===== src/rtl/plane_from_points_distance_core_assert.svh =====
// Assertion helpers for the plane distance core
`ifndef PLANE_FROM_POINTS_DISTANCE_CORE_ASSERT_SVH
`define PLANE_FROM_POINTS_DISTANCE_CORE_ASSERT_SVH

`define PFPD_ASSERT_SAME(label, clk, rst_n, ante, cons) \
	label: assert property (@(posedge clk) disable iff (!rst_n) (ante) |-> (cons)) \
		else $error("pfpd assertion failed");

`define PFPD_ASSERT_NEXT(label, clk, rst_n, ante, cons) \
	label: assert property (@(posedge clk) disable iff (!rst_n) (ante) |=> (cons)) \
		else $error("pfpd assertion failed");

`endif


===== src/rtl/pfpd_pkg.sv =====
package pfpd_pkg;

	localparam int COORD_WIDTH_DEF = 16;
	localparam int FRAC_BITS_DEF   = 8;

	localparam int CFG_IDX_W = 2;
	localparam logic [CFG_IDX_W-1:0] REG_FIRST_POINT  = 2'd0;
	localparam logic [CFG_IDX_W-1:0] REG_SECOND_POINT = 2'd1;
	localparam logic [CFG_IDX_W-1:0] REG_THIRD_POINT  = 2'd2;

	localparam int UNIT_W = 32;
	localparam int DIST_W = 32;

	typedef struct packed {
		logic busy;
		logic degenerate;
	} pfpd_status_t;

endpackage


===== src/rtl/pfpd_dot.sv =====
module pfpd_dot #(
	parameter int COORD_WIDTH = pfpd_pkg::COORD_WIDTH_DEF,
	parameter int FRAC_BITS   = pfpd_pkg::FRAC_BITS_DEF
) (
	input  logic                                 clk,
	input  logic                                 arst_n,
	input  logic                                 en,
	input  logic                                 take,
	input  logic signed [COORD_WIDTH-1:0]        qx,
	input  logic signed [COORD_WIDTH-1:0]        qy,
	input  logic signed [COORD_WIDTH-1:0]        qz,
	input  logic [3*COORD_WIDTH-1:0]             p1,
	input  logic signed [pfpd_pkg::UNIT_W-1:0]   ux,
	input  logic signed [pfpd_pkg::UNIT_W-1:0]   uy,
	input  logic signed [pfpd_pkg::UNIT_W-1:0]   uz,
	input  logic                                 degen,
	output logic                                 valid_s4,
	output logic signed [pfpd_pkg::DIST_W-1:0]   dist_s4,
	output logic                                 degen_s4
);

	localparam int W   = COORD_WIDTH;
	localparam int DW  = W + 1;
	localparam int UW  = pfpd_pkg::UNIT_W;
	localparam int PW  = UW + DW;
	localparam int AW  = PW + 2;
	localparam int K   = 14 + FRAC_BITS;
	localparam logic signed [AW:0] SAT_MAX = $signed({{(AW-30){1'b0}}, {31{1'b1}}});
	localparam logic signed [AW:0] SAT_MIN = $signed({{(AW-30){1'b1}}, {31{1'b0}}});
	localparam logic signed [AW:0] RND     = $signed({{AW{1'b0}}, 1'b1}) <<< (K - 1);

	logic valid_s1, valid_s2, valid_s3;
	logic signed [DW-1:0] diff_s1 [3];
	logic signed [PW-1:0] prod_s2 [3];
	logic signed [AW-1:0] acc_s3;
	logic signed [UW-1:0] u [3];
	logic signed [W-1:0] q [3];
	logic signed [AW:0] rnd;

	always_comb begin
		u[0] = ux; u[1] = uy; u[2] = uz;
		q[0] = qx; q[1] = qy; q[2] = qz;
		rnd = ((AW+1)'(acc_s3) + RND) >>> K;
	end

	always_ff @(posedge clk or negedge arst_n) begin
		if (!arst_n) begin
			valid_s1 <= 1'b0;
			valid_s2 <= 1'b0;
			valid_s3 <= 1'b0;
			valid_s4 <= 1'b0;
		end else if (en) begin
			valid_s1 <= take;
			valid_s2 <= valid_s1;
			valid_s3 <= valid_s2;
			valid_s4 <= valid_s3;
		end
	end

	always_ff @(posedge clk) begin
		if (en) begin
			for (int i = 0; i < 3; i++) begin
				diff_s1[i] <= DW'(q[i]) - DW'($signed(p1[i*W +: W]));
				prod_s2[i] <= PW'(u[i]) * PW'(diff_s1[i]);
			end
			acc_s3 <= AW'(prod_s2[0]) + AW'(prod_s2[1]) + AW'(prod_s2[2]);
			degen_s4 <= degen;
			if (degen) begin
				dist_s4 <= '0;
			end else if (rnd > SAT_MAX) begin
				dist_s4 <= SAT_MAX[pfpd_pkg::DIST_W-1:0];
			end else if (rnd < SAT_MIN) begin
				dist_s4 <= SAT_MIN[pfpd_pkg::DIST_W-1:0];
			end else begin
				dist_s4 <= rnd[pfpd_pkg::DIST_W-1:0];
			end
		end
	end

endmodule


===== config.mk =====
export PLATFORM = sky130hd
export DESIGN_NAME = pfpd_dot
export DESIGN_NICKNAME = d
export VERILOG_FILES = /design/src/rtl/plane_from_points_distance_core_assert.svh /design/src/rtl/pfpd_pkg.sv /design/src/rtl/pfpd_dot.sv
export SDC_FILE = /design/constraint.sdc
export NUM_CORES = 2
export LEC_CHECK = 0
export BUFFER_PORTS_ARGS = -buffer_cell sky130_fd_sc_hd__buf_4
export CELL_PAD_IN_SITES_DETAIL_PLACEMENT = 2
export CELL_PAD_IN_SITES_GLOBAL_PLACEMENT = 2
export CORE_ASPECT_RATIO = 0.6
export CORE_UTILIZATION = 35
export CTS_CLUSTER_SIZE = 12
export DETAILED_ROUTE_END_ITERATION = 12
export GPL_TIMING_DRIVEN = 1
export PLACE_DENSITY_LB_ADDON = 0.1
export SYNTH_ARGS = -nofsm -noshare
export SYNTH_HDL_FRONTEND = slang
export SYNTH_SLANG_ARGS = --single-unit

===== constraint.sdc =====
create_clock -name clk -period 15.55 [get_ports clk]
set_clock_uncertainty 0.15 [all_clocks]
set_input_delay 0.7775 -clock clk [delete_from_list [all_inputs] [get_ports clk]]
set_output_delay 0.7775 -clock clk [all_outputs]
set_load 0.05 [all_outputs]

Word-level counts from Yosys, hierarchy flattened
Memories as Yosys holds them, arrays and structs flattened. Cells that the tools add are included.

Memory bits (read-only): 0. Output and inout bits: 34. Bits in latches: 0. Bits in writable memories: 198. Register bits after elaboration: 88. Logic and storage cells: 26. Memories: 2. Bits of input ports: 197.

Memory list: prod_s2 (depth 3, bits a word 49, read ports 3, clocked after memory_dff 0, write ports 3, line pfpd_dot.sv:34) `logic signed [PW-1:0] prod_s2 [3];`; diff_s1 (depth 3, bits a word 17, read ports 3, clocked after memory_dff 0, write ports 3, line pfpd_dot.sv:33) `logic signed [DW-1:0] diff_s1 [3];`.

$mul: 3. Add/subtract/negate cells: 6. Reduce and logical (&&, ||, !) cells: 1. Eq/ne operators: 0. Div/mod/pow operators: 0. Mux-type cells: 4. Shift-type cells: 0. Bitwise gates (word level): 0. $lt $le $gt $ge: 2.

Operator list (number): 32-bit by 17-bit multiplier with 49-bit output (3); 51-bit by 23-bit adder with 52-bit output, second input constant (1); 50-bit by 49-bit adder with 51-bit output (1); 16-bit by 16-bit subtractor with 17-bit output (3); 49-bit by 49-bit adder with 50-bit output (1); 30-bit by 32-bit > comparator with 1-bit output, second input constant (1); 30-bit by 32-bit less-than comparator with 1-bit output, second input constant (1); 32-bit 2-to-1 mux (1); 31-bit 2-to-1 mux (1); 1-bit 2-to-1 mux (2); 2-bit OR reduction (1).

Longest topological paths before layout
Depth after elaboration: 4. Depth in mapped cells: 27. Depth with buffers taken out: 25.

Worst setup path before layout
Ideal clock, no wire load.

Path type: input to register. Start point: input uz[7] (netlist name). End point: memory prod_s2[0][145] (netlist name), data pin. Setup slack: 8.605 ns. Stages on the path: 24. Arrival time: 6.535 ns. Path buffers: 1. Library setup time: 0.260 ns. Data required time: 15.140 ns. Path through: clkbuf_1 -> nand2_1 -> fa_1 -> inv_1 -> fa_1 -> inv_1 -> fa_1 -> inv_1 -> fa_1 -> fa_1 -> inv_1 -> fa_1 -> inv_1 -> ha_1 -> and3_1 -> and2_1 -> a221o_1 -> a41o_1 -> a21oi_4 -> o21ai_1 -> a31oi_4 -> o31ai_1 -> a311oi_2 -> xnor2_1.

RTL lines: from (decl) (line pfpd_dot.sv:15) `input logic signed [pfpd_pkg::UNIT_W-1:0] uz,`; to (decl) (line pfpd_dot.sv:34).

==> qor.csv <==
metric,value,unit
Hold Crit Endpoint,valid_s1,
Starting Density,35.44,%
Syn Inst Count,7130,
total wire length,229500,um
Post-CTS Setup Inserts,0,
R2R Path End,prod_s2[0][97],
share of cells above drive strength 1,5.128,%
Resized Gates After CTS,0,
Slew HR,0.07036,%
Worst EP arrival,8.61,ns
area growth from synthesis to layout,8.108,%
status,"complete, but fails checks",
CTS buffer count,36,
failing checks,max-capacitance violations,
# IOs,231,
initial antenna violation count,10,
post-synth cell types,78,
"CTS clk-pin slew, worst paths",0.07,ns
Setup CP Type,reg -> reg,
die width,575.0,um
Tcrit/Tclk final,54.28,%
H-tree lvl count,2,
clk_lat worst skew,0.64,ns
share of synthesized flip-flops with an asynchronous set or reset,1.521,%
first-pass GRT wire length,359700,um
hold path depth,2,
fillers,21170,
Vias,48440,
CORE AREA,194600,um2
dpl hpwl,189300,um
Final setup viols,0,
gpl congestion,0.8315,
Hold Crit Class,in -> reg,
First DRT Iteration DRCs,2251,
Total GRT Usage,23.87,%
Ys Warns,0,
crit-path max FO,19,
Final ANT Viol Nets,0,
Worst-Margin Slew,1.488,ns
GRT overflow,0,
max-cap violations,1,
beginning of the worst hold path,take,
fin crit period,8.441,ns
wire length per cell,23.37,um
required time of the critical path,15.72,ns
CP Capture Type,flip-flop,
fin. max-slew vios,0,
sequential area share after synthesis,11.42,%
drt first pass iters,5,
FMAX,118.5,MHz
RSZ-0062 raised after global routing,false,
setup TNS,0,ns
die area,198800,um2
Post-synth EDFFs,259,
synthesized cell area,68950,um2
crit path launch type,flip-flop,
"Top FF cell, synth",edfxtp_1,
DRC,0,
Syn Area/Cell,9.671,um2
vias in the first global route,57250,
Critical R2R Launch,diff_s1[0][33],
FP Rows,125,
final hold vios,0,
"Net Count, Synth",9384,
cts-stage hold buffer count,1,
reg2reg setup slack,7.11,ns
Final #Nets,9446,
path depth of the worst reg2reg path,23,
maximum number of pins on one net before global-route repair,106,
CTS Sinks,263,
vias per inst,4.932,
chip height,345.8,um
number of port buffers,230,
CTS root buf,clkbuf_16,
CTS tree,yes,
Synth Register Bits,263,
CTS max path bufs,3,
## registers in the layout, summed over array words and instances, names as in the netlist
register	count
acc_s3	30
valid_s1	1
diff_s1	51
prod_s2	147
valid_s2	1
valid_s3	1
degen_s4	1
valid_s4	1
dist_s4	30
## logic make-up after synthesis
kind of cell,share of synthesized area (%)
simple gates,14.81
compound gates,5.237
flops,11.42
buf+inv,10.50
xor+xnor,3.023
fa+ha+maj,54.90
mux,0.1107
## per-stage QoR
stage	hold WS, ns	utilization (%)	cell area, um2	instances	worst slack, ns
2_1_floorplan	0.3249	-	68950	7130	8.605
5_1_grt	0.2151	38.31	74540	9819	6.844
3_5_place_dp	0.3411	37.71	73370	9756	7.157
3_3_place_gp	0.3371	37.71	73370	9756	7.208
6_report	0.2676	38.31	74540	9821	7.109
4_1_cts	0.1909	38.31	74530	9818	7.172
## worst max path at each step
stage | from | endpoint | slack [ns] | cells after the start
finish | diff_s1[0][33] | prod_s2[0][97] | 7.11 | 23
floorplan | uz[7] | prod_s2[0][145] | 8.60 | 24
global route | diff_s1[0][33] | prod_s2[0][97] | 6.84 | 23
detailed placement | uy[15] | prod_s2[0][97] | 7.16 | 23
CTS | diff_s1[0][33] | prod_s2[0][97] | 7.17 | 23
global placement | uy[14] | prod_s2[0][97] | 7.21 | 23
## placed cells by master (no fill, tap or decap), drive strengths merged, types with 5 or more instances in the layout
master   count
and3        33
nand2b      46
and4        11
a21oi      167
a31oi       17
a2111oi      7
or3         11
edfxtp     259
o31ai       12
a211oi      19
mux2         5
nor2b       27
fa        1614
o21ai       95
clkbuf      39
nand3       45
o211ai      14
a221oi       5
clkinv      13
nor2       212
nand4       21
xor2        71
o21bai      29
ha         443
buf        287
nand2      924
o21a        25
xnor2      167
nor3        29
inv       1665
o211a        5
a21o        99
a21boi      10
and2       720
## routing by layer
layer	track usage (%)	up-vias	part of all wire [%]
li1	-	21310	-
met1	36.24	26190	51
met2	35.75	792	43
met3	4.807	146	5.7
met4	3.064	4	1.3
met5	0	-	0.012
## Yosys cell counts, types with 28 or more instances
library cell  count  share of area, %
nor3_1           28              0.20
a21oi_1         164               1.2
xnor2_1         167               2.1
clkbuf_1        256               1.4
o21bai_1         29              0.32
and2_1          719               6.5
and3_1           33              0.30
nand2_1         924               5.0
a21o_1           97               1.1
o21ai_0          87              0.63
nor2_1          212               1.2
nand2b_1         46              0.42
nand3_1          45              0.33
edfxtp_1        259                11
xor2_1           71              0.90
fa_1           1614                47
ha_1            443               8.0
inv_1          1660               9.0
## final cells by class
cell class | count | area [um2] | area share [%]
multi-input combinational | 4941 | 53840 | 72.22
sequential | 263 | 7878 | 10.57
inverter | 1662 | 6238 | 8.369
tap | 2603 | 3257 | 4.369
timing repair buffer | 288 | 2172 | 2.914
clock buffer | 39 | 912.1 | 1.224
clock inverter | 22 | 241.5 | 0.3240
antenna | 3 | 7.507 | 0.01007
## critical path, cell delays in order (launching register included)
cell and delay (ns):
edfxtp_1 0.35, buf_4 0.24, inv_1 0.26, buf_4 0.40, nor2_1 0.11, fa_1 0.53, fa_1 0.43, fa_1 0.52
fa_1 0.43, fa_1 0.52, inv_1 0.06, fa_1 0.47, inv_1 0.05, ha_1 0.34, a21o_1 0.18, a21o_1 0.17
a21o_1 0.23, a221o_1 0.38, nor3_2 0.48, o21a_1 0.39, o2111ai_1 0.23, a31oi_1 0.48, o21ai_0 0.22, xnor2_1 0.52
Power is left out: the tool's default activity adds up to more than one toggle a clock period on the data nets, which glitch-free logic cannot reach.
