<file path="src/rtl/plane_from_points_distance_core_assert.svh">
// Assertion helpers for the plane distance core
`ifndef PLANE_FROM_POINTS_DISTANCE_CORE_ASSERT_SVH
`define PLANE_FROM_POINTS_DISTANCE_CORE_ASSERT_SVH

`define PFPD_ASSERT_SAME(label, clk, rst_n, ante, cons) \
	label: assert property (@(posedge clk) disable iff (!rst_n) (ante) |-> (cons)) \
		else $error("pfpd assertion failed");

`define PFPD_ASSERT_NEXT(label, clk, rst_n, ante, cons) \
	label: assert property (@(posedge clk) disable iff (!rst_n) (ante) |=> (cons)) \
		else $error("pfpd assertion failed");

`endif

</file>
<file path="src/rtl/pfpd_pkg.sv">
package pfpd_pkg;

	localparam int COORD_WIDTH_DEF = 16;
	localparam int FRAC_BITS_DEF   = 8;

	localparam int CFG_IDX_W = 2;
	localparam logic [CFG_IDX_W-1:0] REG_FIRST_POINT  = 2'd0;
	localparam logic [CFG_IDX_W-1:0] REG_SECOND_POINT = 2'd1;
	localparam logic [CFG_IDX_W-1:0] REG_THIRD_POINT  = 2'd2;

	localparam int UNIT_W = 32;
	localparam int DIST_W = 32;

	typedef struct packed {
		logic busy;
		logic degenerate;
	} pfpd_status_t;

endpackage

</file>
<file path="src/rtl/pfpd_setup.sv">
module pfpd_setup #(
	parameter int COORD_WIDTH = pfpd_pkg::COORD_WIDTH_DEF
) (
	input  logic                               clk,
	input  logic                               arst_n,
	input  logic                               cfg_valid,
	output logic                               cfg_ready,
	input  logic [pfpd_pkg::CFG_IDX_W-1:0]     cfg_index,
	input  logic [3*COORD_WIDTH-1:0]           cfg_data,
	output logic [3*COORD_WIDTH-1:0]           first_point,
	output logic signed [pfpd_pkg::UNIT_W-1:0] unit_x,
	output logic signed [pfpd_pkg::UNIT_W-1:0] unit_y,
	output logic signed [pfpd_pkg::UNIT_W-1:0] unit_z,
	output pfpd_pkg::pfpd_status_t             status
);

	localparam int W   = COORD_WIDTH;
	localparam int DW  = W + 1;
	localparam int PRW = 2 * DW;
	localparam int NW  = PRW + 1;
	localparam int SHW = ((NW > 31) ? NW : 31) + 1;
	localparam int UW  = pfpd_pkg::UNIT_W;

	typedef enum logic [2:0] {
		S_IDLE, S_CROSS, S_SHIFT, S_SQUARE, S_ROOT, S_DIV_LOAD, S_DIV_RUN
	} state_t;

	state_t state_q;
	logic [3*W-1:0] pt_q [3];
	logic signed [UW-1:0] u_q [3];
	logic degenerate_q;
	logic [4:0] cnt_q;
	logic [1:0] lane_q;
	logic signed [PRW-1:0] prod_q;
	logic [SHW-1:0] mag_q [3];
	logic sgn_q [3];
	logic [63:0] sum_q;
	logic [63:0] res_q;
	logic [63:0] bit_q;
	logic [31:0] drem_q;
	logic [30:0] dnum_q;
	logic [30:0] quo_q;

	logic signed [DW-1:0] v1 [3];
	logic signed [DW-1:0] v2 [3];
	logic signed [DW-1:0] op_a, op_b;
	logic signed [PRW-1:0] prod;
	logic signed [NW-1:0] nval;
	logic [SHW-1:0] nmag;
	logic [SHW-1:0] big;
	logic [61:0] sq;
	logic [63:0] rt_t;
	logic [31:0] root;
	logic [61:0] num;
	logic [32:0] dv_t;
	logic dv_ge;
	logic [30:0] quo_n;

	always_comb begin
		for (int i = 0; i < 3; i++) begin
			v1[i] = DW'($signed(pt_q[0][i*W +: W])) - DW'($signed(pt_q[1][i*W +: W]));
			v2[i] = DW'($signed(pt_q[0][i*W +: W])) - DW'($signed(pt_q[2][i*W +: W]));
		end
		case (cnt_q[2:0])
			3'd0: begin op_a = v1[1]; op_b = v2[2]; end
			3'd1: begin op_a = v2[1]; op_b = v1[2]; end
			3'd2: begin op_a = v2[0]; op_b = v1[2]; end
			3'd3: begin op_a = v1[0]; op_b = v2[2]; end
			3'd4: begin op_a = v1[0]; op_b = v2[1]; end
			3'd5: begin op_a = v2[0]; op_b = v1[1]; end
			default: begin op_a = '0; op_b = '0; end
		endcase
		prod = PRW'(op_a) * PRW'(op_b);
		nval = NW'(prod_q) - NW'(prod);
		nmag = nval[NW-1] ? SHW'(-nval) : SHW'(nval);
		big = mag_q[0];
		if (mag_q[1] > big) big = mag_q[1];
		if (mag_q[2] > big) big = mag_q[2];
		sq = 62'(mag_q[cnt_q[1:0]][30:0]) * 62'(mag_q[cnt_q[1:0]][30:0]);
		rt_t = res_q + bit_q;
		root = res_q[31:0];
		num = {mag_q[lane_q][30:0], 30'd0} + 62'(root[31:1]);
		dv_t = {drem_q, dnum_q[30]};
		dv_ge = dv_t >= {1'b0, root};
		quo_n = {quo_q[29:0], dv_ge};
	end

	always_ff @(posedge clk or negedge arst_n) begin
		if (!arst_n) begin
			state_q <= S_IDLE;
			degenerate_q <= 1'b1;
			cnt_q <= '0;
			lane_q <= '0;
			for (int i = 0; i < 3; i++) begin
				pt_q[i] <= '0;
				u_q[i] <= '0;
			end
		end else if (cfg_valid && (cfg_index == pfpd_pkg::REG_FIRST_POINT ||
				cfg_index == pfpd_pkg::REG_SECOND_POINT ||
				cfg_index == pfpd_pkg::REG_THIRD_POINT)) begin
			pt_q[cfg_index] <= cfg_data;
			degenerate_q <= 1'b0;
			cnt_q <= '0;
			state_q <= S_CROSS;
		end else begin
			case (state_q)
				S_IDLE: begin
					cnt_q <= '0;
				end
				S_CROSS: begin
					if (!cnt_q[0]) begin
						prod_q <= prod;
					end else begin
						mag_q[cnt_q[2:1]] <= nmag;
						sgn_q[cnt_q[2:1]] <= nval[NW-1];
					end
					cnt_q <= cnt_q + 5'd1;
					if (cnt_q == 5'd5) state_q <= S_SHIFT;
				end
				S_SHIFT: begin
					if (big == '0) begin
						degenerate_q <= 1'b1;
						state_q <= S_IDLE;
					end else if (big[SHW-1:31] != '0) begin
						for (int i = 0; i < 3; i++) mag_q[i] <= mag_q[i] >> 1;
					end else if (!big[30]) begin
						for (int i = 0; i < 3; i++) mag_q[i] <= mag_q[i] << 1;
					end else begin
						cnt_q <= '0;
						sum_q <= '0;
						state_q <= S_SQUARE;
					end
				end
				S_SQUARE: begin
					sum_q <= sum_q + 64'(sq);
					cnt_q <= cnt_q + 5'd1;
					if (cnt_q == 5'd2) begin
						res_q <= '0;
						bit_q <= 64'd1 << 62;
						state_q <= S_ROOT;
					end
				end
				S_ROOT: begin
					if (bit_q == '0) begin
						lane_q <= '0;
						state_q <= S_DIV_LOAD;
					end else begin
						if (sum_q >= rt_t) begin
							sum_q <= sum_q - rt_t;
							res_q <= (res_q >> 1) + bit_q;
						end else begin
							res_q <= res_q >> 1;
						end
						bit_q <= bit_q >> 2;
					end
				end
				S_DIV_LOAD: begin
					drem_q <= {1'b0, num[61:31]};
					dnum_q <= num[30:0];
					quo_q <= '0;
					cnt_q <= '0;
					state_q <= S_DIV_RUN;
				end
				S_DIV_RUN: begin
					drem_q <= dv_ge ? 32'(dv_t - {1'b0, root}) : dv_t[31:0];
					dnum_q <= dnum_q << 1;
					quo_q <= quo_n;
					cnt_q <= cnt_q + 5'd1;
					if (cnt_q == 5'd30) begin
						u_q[lane_q] <= sgn_q[lane_q] ? -$signed(UW'(quo_n)) : $signed(UW'(quo_n));
						if (lane_q == 2'd2) begin
							state_q <= S_IDLE;
						end else begin
							lane_q <= lane_q + 2'd1;
							state_q <= S_DIV_LOAD;
						end
					end
				end
				default: state_q <= S_IDLE;
			endcase
		end
	end

	assign cfg_ready = 1'b1;
	assign first_point = pt_q[0];
	assign unit_x = u_q[0];
	assign unit_y = u_q[1];
	assign unit_z = u_q[2];
	assign status.busy = (state_q != S_IDLE);
	assign status.degenerate = degenerate_q;

endmodule

</file>
<file path="config.mk">
export PLATFORM = sky130hd
export DESIGN_NAME = pfpd_setup
export DESIGN_NICKNAME = d
export VERILOG_FILES = /design/src/rtl/plane_from_points_distance_core_assert.svh /design/src/rtl/pfpd_pkg.sv /design/src/rtl/pfpd_setup.sv
export SDC_FILE = /design/constraint.sdc
export NUM_CORES = 2
export LEC_CHECK = 0
export BUFFER_PORTS_ARGS = -buffer_cell sky130_fd_sc_hd__buf_2
export CAP_MARGIN = 15
export CORE_ASPECT_RATIO = 1.75
export CORE_MARGIN = 4
export CORE_UTILIZATION = 35
export DETAILED_ROUTE_END_ITERATION = 16
export SYNTH_ARGS = -nofsm -noshare
export SYNTH_HDL_FRONTEND = slang
export SYNTH_SLANG_ARGS = --single-unit
</file>
<file path="constraint.sdc">
create_clock -name clk -period 22.3 [get_ports clk]
set_input_delay 2.23 -clock clk [delete_from_list [all_inputs] [get_ports clk]]
set_output_delay 2.23 -clock clk [all_outputs]
set_load 0.05 [all_outputs]
</file>
# After elaboration in Yosys (flattened, before gate mapping)
# Memory sizes are Yosys's and may differ from the RTL's.
# Index checks and enable logic that the tools add are counted.
[classes]
n_addsub = 17
mul = 2
order_cmp = 8
n_eq_ne = 36
mux = 72
n_bitwise = 7
n_reduce_logical = 38
[op_table]
columns = ["operator", "count"]
rows = [
  ["2-to-1 mux 64 bit", 10],
  ["case mux 64 bit (2 select lines)", 2],
  ["2-to-1 mux 36 bit", 7],
  ["case mux 64 bit (3 select lines)", 1],
  ["bitwise mux 144 bit", 1],
  ["case mux 17 bit (4 select lines)", 2],
  ["subtractor 16 x 16 -> 17 bit", 6],
  ["bitwise mux 96 bit", 1],
  ["demux 48 bit (select 2 bit)", 1],
  ["2-to-1 mux 32 bit", 3],
  ["greater-than comparator 36 bit", 2],
  ["adder 63 x 64 -> 64 bit", 1],
  ["adder 64 x 62 -> 64 bit", 1],
  ["adder 64 bit", 1],
  ["demux 32 bit (select 2 bit)", 1],
  ["greater-or-equal comparator 64 bit", 1],
  ["logical NOT 64 bit", 1],
  ["case mux 32 bit (2 select lines)", 1],
  ["subtractor 64 bit", 1],
  ["adder 61 x 31 -> 62 bit", 1],
  ["multiplier 31 x 31 -> 62 bit", 1],
  ["case mux 31 bit (2 select lines)", 1],
  ["case mux 30 bit (2 select lines)", 1],
  ["2-to-1 mux 48 bit", 1],
  ["other kinds (49)", 131],
]
[totals]
regBits = 570
ram_bits = 111
output_inout_bits = 147
memories = 2
[memory_table]
columns = ["memory", "depth", "width", "read_ports", "rd_ports_with_merged_regs", "write_ports", "line", "text"]
rows = [
  ["mag_q", 3, 36, 5, 0, 3, "pfpd_setup.sv:35", "logic [SHW-1:0] mag_q [3];"],
  ["sgn_q", 3, 1, 1, 0, 1, "pfpd_setup.sv:36", "logic sgn_q [3];"],
]

# Longest topological paths before layout
# An unclocked memory read counts as a cell.
[logic_depth]
word_depth = 15
depth_mapped = 65
depth_no_buf = 59

# Least setup slack after synthesis
# Ideal clock, no wire load.
[synth_path]
path_type = "register to register"
start = "register cnt_q[1]"
end = "memory mag_q[0][32] (netlist name), data pin"
setup_ns = 0.276
arrival_ns = 14.171
t_required_ns = 22.024
slack_ns = 7.853
stages_incl_launch_ff = 61
synth_period_minus_slack_ns = 14.447
cell_sequence = "dfrtp_1 > clkbuf_1 > buf_1 > clkbuf_1 > inv_1 > ha_1 > and2_1 > clkbuf_1 > clkbuf_1 > a21oi_1 > clkbuf_1 > mux2i_1 > ha_1 > o21ai_0 > a21boi_0 > o21ai_0 > a21boi_0 > o21ai_0 > [25 not listed] > a21o_1 > xor2_1 > inv_1 > ha_1 > inv_1 > nor2_1 > o31ai_1 > o211a_1 > nor3_1 > a22o_1 > maj3_1 > xnor2_1 > nand3_2 > or4b_1 > or3_4 > or4_1 > mux2i_1 > a211oi_1"
[synth_lines]
columns = ["item", "line", "text"]
rows = [
  ["start, declared", "pfpd_setup.sv:32", "logic [4:0] cnt_q;"],
  ["start signal, assigned", "pfpd_setup.sv:117", "cnt_q <= cnt_q + 5'd1;"],
  ["start signal, assigned", "pfpd_setup.sv:136", "cnt_q <= cnt_q + 5'd1;"],
  ["start signal, assigned", "pfpd_setup.sv:168", "cnt_q <= cnt_q + 5'd1;"],
  ["end, declared", "pfpd_setup.sv:35", ""],
]

==> impl_metrics.toml <==
[global_routing]
grt_usage_pct = 20.6
grt_util_met2_pct = 40.2
busiest_layer = "met2"
grt_pass1_wl_um = 409000
grtUsageMet1_pct = 20.1
overflow = 0
antenna_found_initial = 8
grt_util_met3_pct = 1.88
grt_max_degree = 98
grt_pass1_vias = 72500

[timing]
slew_violations = 0
relSlewSlack_pct = 9.83
setup_viol = 0
clock_skew_ps = 98.6
finalHoldViolations = 0
final.min_clock_period_ps = 16130
tns_ps = 0
rsz0062_at_grt = "false"
period_share_pct = 72.3
max_clock_freq_ghz = 0.0620
worst_slew_pin_slew_ps = 1350

[clock_tree]
postCtsSetupRepairBufs = 0
root_buffer = "clkbuf_16"
cts_tree = "yes"
cts_resized = 0
path_clk_slew_ps = 60
cts_sinks = 680
cts_made_buffers = 78
postCtsHoldBufs = 0
cts.path.max_buffers = 3
clk-insertion-delay-late_ps = 730
htreeDepth = 3

[worst_setup_path]
rr_startpoint = "cnt_q[1]$_DFFE_PN0P_"
crit_type = "flop to flop"
reg2reg_depth = 57
cp_max_fo = 25
cp_num_buf_inv = 9
critPathMostFrequentCell = "inv_1"
required_ps = 22650
crit_arrival_ps = 16480
end_kind = "flop"
cp-start-kind = "flop"
r2r_slack_ps = 6170
r2r_end = "mag_q[0][19]$_DFFE_PP_"
slowest_stage = "inv_1"
cp_slowest_stage_delay_ps = 910
crit_family = "compound AO/OA/AOI/OAI gates"

[routing]
wl_um = 262000
vias_per_cell = 5.30
dr.pass1.iters = 7
drt_iter0_drc = 3275
antenna_left = 0
wl_per_cell_um = 21.2
routed-via-count = 65500
drcViolationCount = 0

[finish]
drive_gt1_share_pct = 10.0
fillers = 24500
area_delta_synth_final_pct = 8.30
num-nets-final = 10900
multi_input_area_sq_mm = 0.0603
seqCellArea_sq_mm = 0.0192

[worst_hold_path]
holdPathStages = 2
worstHoldStart = "unit_y[0]$_DFFE_PN0P_"
min_to = "unit_y[0]$_DFFE_PN0P_"
hp-class = "flop to flop"

[logic_synthesis]
syn_area_sq_mm = 0.0862
synth-main-ff-cell = "edfxtp_1"
synth_top_cell_by_area = "fa_1"
synth_top_cell_area_share_pct = 25.9
async_reset_ff_share_pct = 36.9
synth.avg_cell_area_sq_um = 9.53
ys_warn_count = 0
synthTopCellsByArea = "fa_1, edfxtp_1, ha_1, dfrtp_1, inv_1"
yosysSeqAreaShare_pct = 22.2
yosysMostFrequentCell = "inv_1"
synth-edff-count = 429
ys_seq_elements = 680
synth_cell_types = 94
yosys-top-cells-count = "inv_1, fa_1, nor2_1, ha_1, nand2_1"
syn_inst = 9041
syn-num-nets = 10900

[floorplanning]
die-height_um = 664
num_rows = 240
die_x_um = 383
initial_core_util_pct = 35.2
die_area_sq_mm = 0.255
pin_count = 200
core_sq_mm = 0.245

[run_status]
status = "completed"

[placed_design]
io_buffers = 198
place_congestion = 0.984
dp_hpwl_um = 216000

[flow_run]
cap_viol_max_count = 0
## registers in the layout, summed over array words and instances, names as in the netlist, 30 cells and up
name,count
quo_q,30
unit_z,32
unit_x,32
res_q,64
dnum_q,31
bit_q,32
mag_q,139
prod_q,34
pt_q,96
unit_y,32
sum_q,64
drem_q,32
first_point,48
## tightest hold or removal path, cell delays in order (launching register included)
cell and delay [ps]:
dfrtp_1 340, nand2_1 50, o21ai_0 60
## layout make-up
type / count / area share (%)
Antenna cell: 3 / 0.00804
Clock buffer: 96 / 2.23
Clock inverter: 48 / 0.627
Inverter: 1388 / 5.59
Multi-Input combinational cell: 6581 / 64.7
Sequential cell: 680 / 20.5
Tap cell: 3267 / 4.38
Timing Repair Buffer: 308 / 1.96
## cell families after synthesis
kind of cell / Yosys count / share of synthesized area (%)
DFF: 680 / 22.2
muxes: 365 / 5.05
AOI/OAI and AO/OA: 1640 / 12.0
and+or+nand+nor: 2325 / 12.3
adders and majority gates: 1793 / 35.7
other: 1 / 0.00435
buffers and inverters: 1780 / 7.98
xor gates and xnor gates: 457 / 4.66
## routing by layer
metal  vias up  part of all wire, %
met5         -                    0
met4         0                  8.4
met3       809                  3.1
met2      1781                   55
met1     32900                   34
li1      30000                    -
## worst max path at each step
stage | start | to | cells after the start
after CTS | cnt_q[1]$_DFFE_PN0P_ | mag_q[0][19]$_DFFE_PP_ | 57
final | cnt_q[1]$_DFFE_PN0P_ | mag_q[0][19]$_DFFE_PP_ | 57
after detailed placement | cnt_q[1]$_DFFE_PN0P_ | mag_q[0][19]$_DFFE_PP_ | 57
after global routing | cnt_q[1]$_DFFE_PN0P_ | mag_q[1][20]$_DFFE_PP_ | 57
after floorplan | cnt_q[1]$_DFFE_PN0P_ | mag_q[0][32]$_DFFE_PP_ | 60
after global placement | cnt_q[1]$_DFFE_PN0P_ | mag_q[0][7]$_DFFE_PP_ | 57
## layout by cell type, fill, tap and decap left out, types with 31 or more instances in the layout
| master | count |
|---|---|
| inv_1 | 1385 |
| fa_1 | 1116 |
| nor2_1 | 932 |
| ha_1 | 669 |
| nand2_1 | 587 |
| a21oi_1 | 437 |
| edfxtp_1 | 429 |
| o21ai_0 | 354 |
| xnor2_1 | 275 |
| dfrtp_1 | 248 |
| mux2_2 | 240 |
| buf_2 | 197 |
| a21o_1 | 182 |
| xor2_1 | 180 |
| or2_2 | 113 |
| buf_4 | 110 |
| mux2i_1 | 93 |
| and2_1 | 91 |
| a211oi_1 | 90 |
| a31oi_1 | 90 |
| nand3_1 | 83 |
| nor3_1 | 80 |
| and3_1 | 79 |
| clkbuf_16 | 79 |
| nand2b_1 | 72 |
| nor2b_1 | 66 |
| o21bai_1 | 65 |
| nand4_1 | 64 |
| o22ai_1 | 62 |
| nor4_1 | 51 |
| o211ai_1 | 48 |
| o31ai_1 | 42 |
| o21a_1 | 34 |
| mux4_2 | 32 |
| o21ai_2 | 31 |
## metrics by stage
step	util [%]	instances	hold slack, ps	setup slack (ps)	area (sq um)
global route	38.1	12400	505	5040	93300
CTS	38.1	12400	479	6100	93300
floorplan	-	9041	468	7850	86200
global placement	37.0	12200	457	6300	90600
detailed placement	37.0	12200	466	6230	90600
finish	38.1	12400	476	6170	93300
Power is left out: the tool's default activity adds up to more than one toggle a clock period on the data nets, which glitch-free logic cannot reach.
